==> src/sv/fsc_pkg.sv <==
// fsc_pkg: shared types, command codes and symbol helpers for the four-square cipher.
// No dependencies.
package fsc_pkg;

  localparam int SYMS = 36;
  localparam int AW   = 6;

  localparam logic [5:0] LAST_SYM   = 6'd35;
  localparam logic [5:0] NUM_SYMS   = 6'd36;
  localparam logic [5:0] DIGIT_BASE = 6'd26;
  localparam logic [7:0] CHAR_X     = 8'h58;

  localparam logic [2:0] FN_BEGIN  = 3'd0;
  localparam logic [2:0] FN_KEY1   = 3'd1;
  localparam logic [2:0] FN_KEY2   = 3'd2;
  localparam logic [2:0] FN_FINISH = 3'd3;
  localparam logic [2:0] FN_ENC    = 3'd4;
  localparam logic [2:0] FN_DEC    = 3'd5;

  typedef struct packed {
    logic [2:0] func;
    logic [7:0] key_char;
    logic [7:0] first_char;
    logic [7:0] second_char;
  } in_word_t;

  typedef struct packed {
    logic [7:0] out_first;
    logic [7:0] out_second;
  } out_word_t;

  typedef enum logic [1:0] {
    ST_IDLE,
    ST_FILL,
    ST_DONE,
    ST_EMIT
  } state_t;

  typedef struct packed {
    logic       clear;
    logic       place1;
    logic       place2;
    logic       fill_mode;
    logic [5:0] fill_sym;
    logic       emit;
    logic       ready;
  } ctrl_t;

  // {valid, symbol index}
  function automatic logic [6:0] sym_of(input logic [7:0] ch);
    logic [7:0] d;
    logic [6:0] r;
    d = 8'd0;
    r = 7'd0;
    if (ch >= 8'h41 && ch <= 8'h5A) begin
      d = ch - 8'h41;
      r = {1'b1, d[5:0]};
    end else if (ch >= 8'h61 && ch <= 8'h7A) begin
      d = ch - 8'h61;
      r = {1'b1, d[5:0]};
    end else if (ch >= 8'h30 && ch <= 8'h39) begin
      d = ch - 8'h30 + 8'd26;
      r = {1'b1, d[5:0]};
    end
    return r;
  endfunction

  // row start (row * 10) of a cell
  function automatic logic [5:0] row_base(input logic [5:0] p);
    logic [5:0] r;
    if (p >= 6'd30) r = 6'd30;
    else if (p >= 6'd20) r = 6'd20;
    else if (p >= 6'd10) r = 6'd10;
    else r = 6'd0;
    return r;
  endfunction

  // row of pa, column of pb
  function automatic logic [5:0] mix_cell(input logic [5:0] pa, input logic [5:0] pb);
    return row_base(pa) + (pb - row_base(pb));
  endfunction

  function automatic logic [7:0] sym_char(input logic [5:0] s);
    logic [7:0] c;
    if (s < DIGIT_BASE) c = 8'h41 + {2'b00, s};
    else c = 8'h30 + {2'b00, s - DIGIT_BASE};
    return c;
  endfunction

  // plain grid cell, fillers K..N above the alphabet
  function automatic logic [7:0] plain_char(input logic [5:0] cidx);
    logic [7:0] c;
    if (cidx >= NUM_SYMS) c = 8'h41 + {2'b00, cidx - DIGIT_BASE};
    else c = sym_char(cidx);
    return c;
  endfunction

endpackage

==> src/sv/four_square_cipher_36.sv <==
// four_square_cipher_36: four-square cipher, 36 symbols, keyed grids in small RAMs.
// Encrypt/decrypt: accept enters ST_EMIT, which registers out_word/out_valid; busy while in it.
// Begin and keyword words leave busy low. Finish: 36-symbol sweep in ST_FILL, then ST_DONE.
// The receiver cannot stall; out_valid is a one-cycle strobe.
// Reset (sync, rst_n low) clears sequencer, masks, fill counts and ready; RAMs stay undefined.
// Depends on fsc_pkg, fsc_ctrl, fsc_keygrid, fsc_ram.
module four_square_cipher_36 (
  input  logic                clk,
  input  logic                rst_n,
  input  logic                start,
  input  fsc_pkg::in_word_t   in_word,
  output logic                busy,
  output logic                out_valid,
  output fsc_pkg::out_word_t  out_word
);
  import fsc_pkg::*;

  ctrl_t      ctrl;
  logic [6:0] key_s, a_s, b_s;
  logic [5:0] pa, pb, cell1, cell2, addr1, addr2, place_sym;
  logic [5:0] g1_q, g2_q, w1_q, w2_q;
  logic       all_used1, all_used2;

  logic [2:0] func_r;
  logic [5:0] cell1_r, cell2_r;
  logic       ok1_r, ok2_r;

  logic       out_valid_r;
  out_word_t  out_word_r, out_word_nxt;
  logic [5:0] dp1, dp2, dc1, dc2;

  assign key_s = sym_of(in_word.key_char);
  assign a_s   = sym_of(in_word.first_char);
  assign b_s   = sym_of(in_word.second_char);
  assign pa    = a_s[6] ? a_s[5:0] : 6'd0;
  assign pb    = b_s[6] ? b_s[5:0] : 6'd0;
  assign cell1 = mix_cell(pa, pb);
  assign cell2 = mix_cell(pb, pa);
  assign addr1 = (cell1 < NUM_SYMS) ? cell1 : 6'd0;
  assign addr2 = (cell2 < NUM_SYMS) ? cell2 : 6'd0;
  assign place_sym = ctrl.fill_mode ? ctrl.fill_sym : key_s[5:0];

  fsc_ctrl u_ctrl (
    .clk       (clk),
    .rst_n     (rst_n),
    .start     (start),
    .func      (in_word.func),
    .key_ok    (key_s[6]),
    .all_used1 (all_used1),
    .all_used2 (all_used2),
    .busy      (busy),
    .ctrl      (ctrl)
  );

  fsc_keygrid u_grid1 (
    .clk       (clk),
    .rst_n     (rst_n),
    .clear     (ctrl.clear),
    .place_en  (ctrl.place1),
    .place_sym (place_sym),
    .cell_addr (addr1),
    .sym_addr  (pa),
    .cell_q    (g1_q),
    .where_q   (w1_q),
    .all_used  (all_used1)
  );

  fsc_keygrid u_grid2 (
    .clk       (clk),
    .rst_n     (rst_n),
    .clear     (ctrl.clear),
    .place_en  (ctrl.place2),
    .place_sym (place_sym),
    .cell_addr (addr2),
    .sym_addr  (pb),
    .cell_q    (g2_q),
    .where_q   (w2_q),
    .all_used  (all_used2)
  );

  always_ff @(posedge clk) begin
    if (start && !busy) begin
      func_r  <= in_word.func;
      cell1_r <= cell1;
      cell2_r <= cell2;
      ok1_r   <= a_s[6];
      ok2_r   <= b_s[6];
    end
  end

  assign dp1 = ok1_r ? w1_q : 6'd0;
  assign dp2 = ok2_r ? w2_q : 6'd0;
  assign dc1 = mix_cell(dp1, dp2);
  assign dc2 = mix_cell(dp2, dp1);

  always_comb begin
    if (!ctrl.ready) begin
      out_word_nxt.out_first  = CHAR_X;
      out_word_nxt.out_second = CHAR_X;
    end else if (func_r == FN_ENC) begin
      out_word_nxt.out_first  = (cell1_r >= NUM_SYMS) ? plain_char(cell1_r) : sym_char(g1_q);
      out_word_nxt.out_second = (cell2_r >= NUM_SYMS) ? plain_char(cell2_r) : sym_char(g2_q);
    end else begin
      out_word_nxt.out_first  = plain_char(dc1);
      out_word_nxt.out_second = plain_char(dc2);
    end
  end

  always_ff @(posedge clk) begin
    if (!rst_n) begin
      out_valid_r <= 1'b0;
    end else begin
      out_valid_r <= ctrl.emit;
    end
  end

  always_ff @(posedge clk) begin
    if (ctrl.emit) begin
      out_word_r <= out_word_nxt;
    end
  end

  assign out_valid = out_valid_r;
  assign out_word  = out_word_r;

endmodule

==> src/sv/fsc_ram.sv <==
// fsc_ram: generic single-write, single-read RAM with registered read data.
// No dependencies.
module fsc_ram #(
  parameter int WIDTH = 6,
  parameter int DEPTH = 36
) (
  input  logic                     clk,
  input  logic                     we,
  input  logic [$clog2(DEPTH)-1:0] waddr,
  input  logic [WIDTH-1:0]         wdata,
  input  logic [$clog2(DEPTH)-1:0] raddr,
  output logic [WIDTH-1:0]         rdata
);

  logic [WIDTH-1:0] mem [DEPTH];
  logic [WIDTH-1:0] rdata_r;

  always_ff @(posedge clk) begin
    if (we) begin
      mem[waddr] <= wdata;
    end
    rdata_r <= mem[raddr];
  end

  assign rdata = rdata_r;

endmodule

==> src/sv/fsc_keygrid.sv <==
// fsc_keygrid: one keyed grid: cell store, position store, used mask and fill count.
// Depends on fsc_pkg and fsc_ram.
module fsc_keygrid (
  input  logic       clk,
  input  logic       rst_n,
  input  logic       clear,
  input  logic       place_en,
  input  logic [5:0] place_sym,
  input  logic [5:0] cell_addr,
  input  logic [5:0] sym_addr,
  output logic [5:0] cell_q,
  output logic [5:0] where_q,
  output logic       all_used
);
  import fsc_pkg::*;

  logic [SYMS-1:0] used_r, used_nxt;
  logic [5:0]      fill_r, fill_nxt;
  logic            do_place;

  assign do_place = place_en && !used_r[place_sym] && (fill_r < NUM_SYMS);

  always_comb begin
    used_nxt = used_r;
    fill_nxt = fill_r;
    if (clear) begin
      used_nxt = '0;
      fill_nxt = '0;
    end else if (do_place) begin
      used_nxt[place_sym] = 1'b1;
      fill_nxt = fill_r + 6'd1;
    end
  end

  always_ff @(posedge clk) begin
    if (!rst_n) begin
      used_r <= '0;
      fill_r <= '0;
    end else begin
      used_r <= used_nxt;
      fill_r <= fill_nxt;
    end
  end

  assign all_used = &used_r;

  fsc_ram #(.WIDTH(AW), .DEPTH(SYMS)) u_cells (
    .clk   (clk),
    .we    (do_place),
    .waddr (fill_r),
    .wdata (place_sym),
    .raddr (cell_addr),
    .rdata (cell_q)
  );

  fsc_ram #(.WIDTH(AW), .DEPTH(SYMS)) u_where (
    .clk   (clk),
    .we    (do_place),
    .waddr (place_sym),
    .wdata (fill_r),
    .raddr (sym_addr),
    .rdata (where_q)
  );

endmodule

==> src/sv/fsc_ctrl.sv <==
// fsc_ctrl: command sequencer: begin clear, keyword placement, finish sweep, cipher read/emit.
// Depends on fsc_pkg.
module fsc_ctrl (
  input  logic                clk,
  input  logic                rst_n,
  input  logic                start,
  input  logic [2:0]          func,
  input  logic                key_ok,
  input  logic                all_used1,
  input  logic                all_used2,
  output logic                busy,
  output fsc_pkg::ctrl_t      ctrl
);
  import fsc_pkg::*;

  state_t     state_r, state_nxt;
  logic [5:0] cnt_r, cnt_nxt;
  logic       ready_r, ready_nxt;
  logic       accept;

  assign accept = start && (state_r == ST_IDLE);

  always_comb begin
    state_nxt = state_r;
    case (state_r)
      ST_IDLE: begin
        if (start) begin
          if (func == FN_FINISH) state_nxt = ST_FILL;
          else if (func == FN_ENC || func == FN_DEC) state_nxt = ST_EMIT;
        end
      end
      ST_FILL: if (cnt_r == LAST_SYM) state_nxt = ST_DONE;
      ST_DONE: state_nxt = ST_IDLE;
      ST_EMIT: state_nxt = ST_IDLE;
      default: state_nxt = ST_IDLE;
    endcase
  end

  always_comb begin
    cnt_nxt   = (state_r == ST_FILL) ? cnt_r + 6'd1 : 6'd0;
    ready_nxt = ready_r;
    if (accept && func == FN_BEGIN) ready_nxt = 1'b0;
    else if (state_r == ST_DONE) ready_nxt = all_used1 && all_used2;
  end

  always_comb begin
    busy           = (state_r != ST_IDLE);
    ctrl.clear     = accept && (func == FN_BEGIN);
    ctrl.place1    = (accept && func == FN_KEY1 && key_ok) || (state_r == ST_FILL);
    ctrl.place2    = (accept && func == FN_KEY2 && key_ok) || (state_r == ST_FILL);
    ctrl.fill_mode = (state_r == ST_FILL);
    ctrl.fill_sym  = cnt_r;
    ctrl.emit      = (state_r == ST_EMIT);
    ctrl.ready     = ready_r;
  end

  always_ff @(posedge clk) begin
    if (!rst_n) begin
      state_r <= ST_IDLE;
      cnt_r   <= '0;
      ready_r <= 1'b0;
    end else begin
      state_r <= state_nxt;
      cnt_r   <= cnt_nxt;
      ready_r <= ready_nxt;
    end
  end

endmodule
==> config.mk <==
export PLATFORM = sky130hd
export DESIGN_NAME = four_square_cipher_36
export DESIGN_NICKNAME = d
export VERILOG_FILES = /design/src/sv/fsc_pkg.sv /design/src/sv/four_square_cipher_36.sv /design/src/sv/fsc_ram.sv /design/src/sv/fsc_keygrid.sv /design/src/sv/fsc_ctrl.sv
export SDC_FILE = /design/constraint.sdc
export NUM_CORES = 1
export LEC_CHECK = 0
export ABC_AREA = 0
export BUFFER_PORTS_ARGS = -buffer_cell sky130_fd_sc_hd__buf_2
export CORE_MARGIN = 5
export CORE_UTILIZATION = 60
export CTS_CLUSTER_DIAMETER = 80
export DETAILED_ROUTE_END_ITERATION = 6
export HOLD_SLACK_MARGIN = 0.08
export PLACE_DENSITY = 0.76
export SLEW_MARGIN = 20
export SYNTH_ARGS = -nofsm -noshare
export SYNTH_HDL_FRONTEND = slang
export SYNTH_HIERARCHICAL = 1
export SYNTH_SLANG_ARGS = --single-unit
==> constraint.sdc <==
create_clock -name clk -period 24.3 [get_ports clk]
set_input_delay 1.215 -clock clk [delete_from_list [all_inputs] [get_ports clk]]
set_output_delay 1.215 -clock clk [all_outputs]
set_load 0.02 [all_outputs]
* Word-level counts from Yosys, hierarchy flattened
Memories as Yosys holds them, arrays and structs flattened. A register that Yosys moved wholly into a read port is not among the register bits.
Cells that the tools add are included.
** Cells by class
- Reduce and logical (&&, ||, !) cells :: 37
- Mux-type cells :: 52
- Bitwise logic cells :: 3
- Add/sub/neg operators :: 41
- Equal/unequal tests :: 13
- Order comparisons :: 44
** Operators by type and width (count)
- $or 36x36->36 :: 2
- $reduce_and 36->1 :: 2
- $add 7x6->8 const A :: 8
- $mux 8 :: 8
- $mux 7 :: 9
- $ge 6x5->1 const B :: 8
- $ge 8x7->1 const B :: 6
- $le 8x7->1 const B :: 6
- $mux 6 :: 7
- $mux 5 :: 8
- $sub 6x5->6 const B :: 6
- $sub 6x6->6 const B :: 6
- $add 6x6->7 const A :: 4
- $add 6x6->6 :: 4
- $ge 6x4->1 const B :: 4
- $ge 6x6->1 const B :: 4
- $ge 8x6->1 const B :: 3
- $le 8x6->1 const B :: 3
- $lt 6x5->1 const B :: 4
- $lt 6x6->1 const B :: 4
- $sub 6x6->6 :: 4
- $logic_and 1x1->1 :: 22
- $add 6x1->6 const B :: 3
- $add 6x5->6 const B :: 3
- other kinds (28) :: 52
** Storage, ports and cells
- Input bits :: 30
- Output and inout bits :: 18
- Word-level logic and storage cells :: 209
- Bits in writable memories :: 864
- Flip-flop bits (word level) :: 127
- Memories :: 4
** Memories
- u_grid1.u_cells.mem :: depth 36, bits a word 6, read ports 1, clocked after memory_dff 1, write ports 1, RTL line fsc_ram.sv:15 : logic [WIDTH-1:0] mem [DEPTH];
- u_grid1.u_where.mem :: depth 36, bits a word 6, read ports 1, clocked after memory_dff 1, write ports 1, RTL line fsc_ram.sv:15
- u_grid2.u_cells.mem :: depth 36, bits a word 6, read ports 1, clocked after memory_dff 1, write ports 1, RTL line fsc_ram.sv:15
- u_grid2.u_where.mem :: depth 36, bits a word 6, read ports 1, clocked after memory_dff 1, write ports 1, RTL line fsc_ram.sv:15

* Longest topological paths before layout
- Depth after elaboration :: 14
- Mapped depth :: 28
- Depth with buffers taken out :: 24

* Hierarchy
The synthesis kept the hierarchy.
** Modules (own cells, without submodules)
- fsc_ram (u_grid1.u_where ...) :: times used 3, seq. area each 6606.3 µm², area each 8816.0 µm², cells each 486
- fsc_ram (u_grid1.u_cells) :: times used 1, seq. area each 6606.3 µm², area each 8873.5 µm², cells each 496
- four_square_cipher_36 :: times used 1, seq. area each 1011.0 µm², area each 5385.2 µm², cells each 652
- fsc_keygrid :: times used 2, seq. area each 840.8 µm², area each 2288.4 µm², cells each 245
- fsc_ctrl :: times used 1, seq. area each 180.2 µm², area each 484.2 µm², cells each 53

* Worst setup path after synthesis
No wires, ideal clock.
- Kind :: input port to flip-flop
- Start point :: input port in_word[16] (netlist name)
- End point :: memory u_grid1.u_where.mem[10][0] (enable)
- Setup slack :: 15096 ps
- Data required time :: 24000 ps
- Path buffers :: 1
- Arrival time :: 8903 ps
- Stages :: 17
- Setup time :: 300 ps
- Cells stage by stage :: inv_1 -> ha_1 -> nand2_1 -> o311a_1 -> o21ai_1 -> nor2_1 -> a21oi_1 -> o21ai_0 -> nand3b_1 -> o21bai_1 -> and4_1 -> nand2_4 -> buf_6 -> inv_1 -> nor2b_1 -> nand3b_1 -> nor2_1
** Between the ends
- Longest elaborated chain between the ends :: 13
- Elaborated cells between the ends (all ways) :: 26
- Classes of those cells :: add/sub: 4; order compare: 6; mux: 8; reduce/logical: 8
** RTL lines
- start: declaration :: RTL line four_square_cipher_36.sv:11 : input fsc_pkg::in_word_t in_word,
- $sub 6x6->6 (tied with other cells) :: RTL line fsc_pkg.sv:62 : d = ch - 8'h30 + 8'd26;
- $add 6x5->6 / $logic_and 1x1->1 (equally long branches) :: RTL line fsc_pkg.sv:62, fsc_pkg.sv:61
- $mux 7 :: RTL line fsc_pkg.sv:61 : end else if (ch >= 8'h30 && ch <= 8'h39) begin
- $mux 7 :: RTL line fsc_pkg.sv:58 : end else if (ch >= 8'h61 && ch <= 8'h7A) begin
- $mux 7 * :: RTL line fsc_pkg.sv:55 : if (ch >= 8'h41 && ch <= 8'h5A) begin
- $mux 6 * :: RTL line four_square_cipher_36.sv:41 : assign place_sym = ctrl.fill_mode ? ctrl.fill_sym : key_s[5:0];
- named net place_sym[4] :: RTL line four_square_cipher_36.sv:20 : logic [5:0] pa, pb, cell1, cell2, addr1, addr2, place_sym;
- $bmux 1 s6 * :: RTL line fsc_keygrid.sv:21 : assign do_place = place_en && !used_r[place_sym] && (fill_r < NUM_SYMS);
- $mux 1 (not written as such) * :: RTL line fsc_keygrid.sv:21
- $logic_not 1->1 * :: RTL line fsc_keygrid.sv:21
- $logic_and 1x1->1 * (2 in series) :: RTL line fsc_keygrid.sv:21
- named net u_grid1.do_place :: RTL line fsc_keygrid.sv:19 : logic do_place;
- $mux 1 * :: RTL line fsc_ram.sv:19 : if (we) begin
- $mux 1 (not written as such) * :: RTL line fsc_ram.sv:20 : mem[waddr] <= wdata;
- end: declaration :: RTL line fsc_ram.sv:15
The timed path passes the listed nets; every way through them passes the cells marked *. The select of a mux whose other input is x is not followed.

* Worst setup path after layout
- Start point :: input port in_word[0] (netlist name)
- End point :: register u_grid1.u_cells.rdata_r[5], in the netlist u_grid1/u_cells/rdata[5] (read register of u_grid1.u_cells.mem)
** Between the ends
- Longest elaborated chain between the ends :: 14
- Elaborated cells between the ends (all ways) :: 27
- Classes of those cells :: add/sub: 6; order compare: 10; mux: 8; reduce/logical: 3
** RTL lines
- $sub 6x6->6 (tied with other cells) :: RTL line fsc_pkg.sv:62
- $add 6x5->6 / $logic_and 1x1->1 (equally long branches) :: RTL line fsc_pkg.sv:62, fsc_pkg.sv:61
- $mux 7 :: RTL line fsc_pkg.sv:61
- $mux 7 :: RTL line fsc_pkg.sv:58
- $mux 7 * :: RTL line fsc_pkg.sv:55
- $mux 6 * :: RTL line four_square_cipher_36.sv:36 : assign pb = b_s[6] ? b_s[5:0] : 6'd0;
- named net pb[2] :: RTL line four_square_cipher_36.sv:20
- $ge 6x4->1 :: RTL line fsc_pkg.sv:73 : else if (p >= 6'd10) r = 6'd10;
- $mux 4 :: RTL line fsc_pkg.sv:73
- $mux 5 :: RTL line fsc_pkg.sv:72 : else if (p >= 6'd20) r = 6'd20;
- $mux 5 :: RTL line fsc_pkg.sv:71 : if (p >= 6'd30) r = 6'd30;
- $sub 6x6->6 * :: RTL line fsc_pkg.sv:80 : return row_base(pa) + (pb - row_base(pb));
- $add 6x6->6 * :: RTL line fsc_pkg.sv:80
- $lt 6x6->1 :: RTL line four_square_cipher_36.sv:39 : assign addr1 = (cell1 < NUM_SYMS) ? cell1 : 6'd0;
- $mux 6 * :: RTL line four_square_cipher_36.sv:39
- named net addr1[0] :: RTL line four_square_cipher_36.sv:20
- end: declaration :: RTL line fsc_ram.sv:16 : logic [WIDTH-1:0] rdata_r;
The timed path passes the listed nets; every way through them passes the cells marked *.
A chain may end at the register's enable or synchronous reset.

==> results.toml <==
[floorplan]
die_area_um2 = 81900
start_util = 0.604
fp.dieW_um = 286
ios = 48
core_um2 = 75800
rows = 101
die_h_um = 286

[min_path]
hold_start = "u_grid1/used_r[22]$_SDFFE_PP0P_"
hold_class = "reg2reg"

[placed_design]
place_congestion = 0.927
numPortBuffers = 47
dp.cells = 4065
place_hpwl_um = 65900

[grt]
grt_usage = 0.243
first_global_vias = 27000
grt_pass1_wl_um = 157000
grt_overflow = 0
grt_max_degree = 105
antenna_found_initial = 0

[finish]
n_antenna_cell = 0
seqCellArea_um2 = 29300
fill_cells = 5227
multi_input_area_um2 = 15100
final_cell_mix = "edfxtp_1, mux2i_1, nor2_1, nand2_1, dfxtp_1"
nNetsFinal = 3302
syn_to_final_growth_pct = 8.78
layoutNonFillerInstCount = 4244
layout_commonest_cell = "edfxtp_1"
layout-drive-gt1-share = 0.131

[routing]
post-route-drc-count = 32
wl_per_cell_um = 24.1
ant_nets = 0
totalWireLength_um = 102000
drt_first_pass_iters = 7
route.vias.total = 27400
drtIter0Drc = 2987
viasPerCell = 6.47

[timing]
drv_slew = 0
tightest_slew_ns = 1.15
fin_tns_setup_ns = 0
setup_violations = 0
finalCriticalPeriod_ns = 8.01
slew_headroom = 0.233
hold_violations = 0
fin_crit_sh = 0.330
fmax_ghz = 0.125
fin_skew_ns = 0.0262
rsz0062_at_grt = "false"

[clock_tree]
cts_made_buffers = 98
cts_tree = "yes"
clockBufferDepth = 3
ctsResizeCount = 0
clkSinkCount = 1015
clk_pin_slew_ns = 0.06
postCtsSetupBuffers = 0
cts_max_level = 3
worstSkewPairLatency_ns = 0.65
cts-root-buf = "clkbuf_16"
cts-hold-fix-buffers = 0

[power]
powerDensity_nw_per_um2 = 88.9
ir_drop_v = 0.0000586
p_leak_nw = 16.3

[worst_setup_path]
startpoint = "in_word[0]"
path_max_fanout = 56
worstReg2RegStart = "u_ctrl/state_r[0]$_SDFFE_PN0P_"
cp.arrival_ns = 8.56
end_kind = "flop"
worstPathRequired_ns = 24.85
critical_path_class = "in2reg"
start_kind = "input port"

[status]
status = "finished, violations left"
violations = "design-rule violations"

[run]
maxCapViolCount = 0

[logic_synthesis]
synthArstFlopShare = 0
synth-seq-area-share = 0.640
synth_area_leader_cell = "edfxtp_1"
synthFlopType = "edfxtp_1"
yosysWarningCount = 6
syn_avg_cell_area_um2 = 14.5
synth_top_area_frac = 0.589
ys_top_cells_by_area = "edfxtp_1, mux2i_1, dfxtp_1"
synth_edf_count = 897
synth_area_um2 = 45800
ys_types = 101
syn_inst = 3149
ys_ff_latch = 1015
[through the flow]
step / util / hold slack, ns / setup slack [ns] / cell area [um^2] / power [mW]
CTS: 0.657 / 0.478 / 16.35 / 49800 / 4.43
finish: 0.657 / 0.479 / 16.29 / 49800 / 4.43
global placement: 0.614 / 0.452 / 16.07 / 46600 / 2.91
floorplan: - / 0.434 / 15.10 / 45800 / 2.71
detailed placement: 0.614 / 0.465 / 15.66 / 46600 / 2.94
global route: 0.657 / 0.491 / 15.75 / 49800 / 4.60
[logic make-up (layout without fill, tap and decap cells)]
logic type | count (synthesis) | after routing | synth area share
other cells | 1 | 2 | 0.0000819
compound gates | 594 | 594 | 0.107
flops | 1015 | 1015 | 0.640
buf+inv | 241 | 357 | 0.0318
xor+xnor | 60 | 60 | 0.0121
fa+ha+maj | 87 | 87 | 0.0266
mux | 455 | 455 | 0.107
simple gates | 696 | 696 | 0.0755
[registers in the layout, summed over array words and instances (netlist names)]
signal / flops
cell1_r: 6
cell2_r: 6
func_r: 3
ok1_r: 1
ok2_r: 1
out_valid: 1
out_word: 16
u_ctrl/cnt_r: 6
u_ctrl/ready_r: 1
u_ctrl/state_r: 2
u_grid1/fill_r: 6
u_grid1/u_cells/mem: 216
u_grid1/u_cells/rdata: 6
u_grid1/u_where/mem: 216
u_grid1/u_where/rdata: 6
u_grid1/used_r: 36
u_grid2/fill_r: 6
u_grid2/u_cells/mem: 216
u_grid2/u_cells/rdata: 6
u_grid2/u_where/mem: 216
u_grid2/u_where/rdata: 6
u_grid2/used_r: 36
[area by class of cell]
cell class / instances / share of cell area
Inverter: 83 / 0.00626
Clock inverter: 54 / 0.00990
Clock buffer: 125 / 0.0543
Sequential cell: 1015 / 0.589
Timing Repair Buffer: 95 / 0.0125
Multi-Input combinational cell: 1894 / 0.304
Tap cell: 978 / 0.0246
[cell usage after synthesis, types with 8 or more instances]
library cell,number
fa_1,18
o21ai_0,68
buf_6,35
a221oi_2,12
a22oi_1,96
or2_2,9
nor2b_1,20
nand3_1,55
nor2_1,226
o41ai_2,66
a21o_1,8
nand2_1,179
a22o_1,48
buf_8,16
o21a_1,9
xnor2_1,29
edfxtp_1,897
o41ai_1,16
o211ai_1,11
buf_4,17
mux2i_1,427
nand2b_1,35
ha_1,67
nand3b_1,30
buf_1,19
dfxtp_1,118
a221oi_1,36
nand4_1,27
and2_1,10
or3_1,13
a21oi_1,107
buf_2,34
nor3b_1,13
nor3_1,15
o22ai_1,38
mux4_2,26
or3b_2,17
inv_1,83
xor2_1,27
a31oi_1,12
clkbuf_1,37
[critical path: stages]
cell and delay [ns]:
buf_2 0.16, inv_1 0.10, ha_1 0.25, nor3b_1 0.19
a21oi_1 0.16, o21ai_1 0.20, o22ai_1 0.72, nand2b_1 0.26
inv_1 0.06, a2111oi_1 0.44, ha_1 0.39, fa_1 0.49
a21o_1 0.18, a21oi_1 0.18, xnor2_1 0.11, xnor2_1 0.54
o21a_4 0.80, buf_4 0.85, mux2i_1 0.21, a22o_1 0.29
a221oi_1 0.23, o22ai_1 0.14, o41ai_2 0.31
[per-layer routing]
layer  part of all wire  GRT usage  vias to the layer above
li1                   -          -                    12300
met1               0.42      0.342                    13800
met2               0.49      0.404                     1163
met3              0.072     0.0322                      191
met4              0.026     0.0702                        0
met5                  0          0                        -
[final timing paths]
path	depth (start not counted)	slack, ns	endpoint
hold reg to reg	2	0.48	u_grid1/used_r[22]$_SDFFE_PP0P_
hold / removal	2	0.48	u_grid1/used_r[22]$_SDFFE_PP0P_
setup reg to reg	14	17.95	u_grid1/u_where/mem[14][5]$_DFFE_PP_
setup / recovery	23	16.29	u_grid1/u_cells/rdata[5]$_DFF_P_
[power by group]
group	internal [mW]	switching, mW
combinational	0.371	0.612
clock	0.870	0.622
sequential	1.92	0.0324
total	3.16	1.27
No activity file was read; power rests on OpenSTA's default activity.
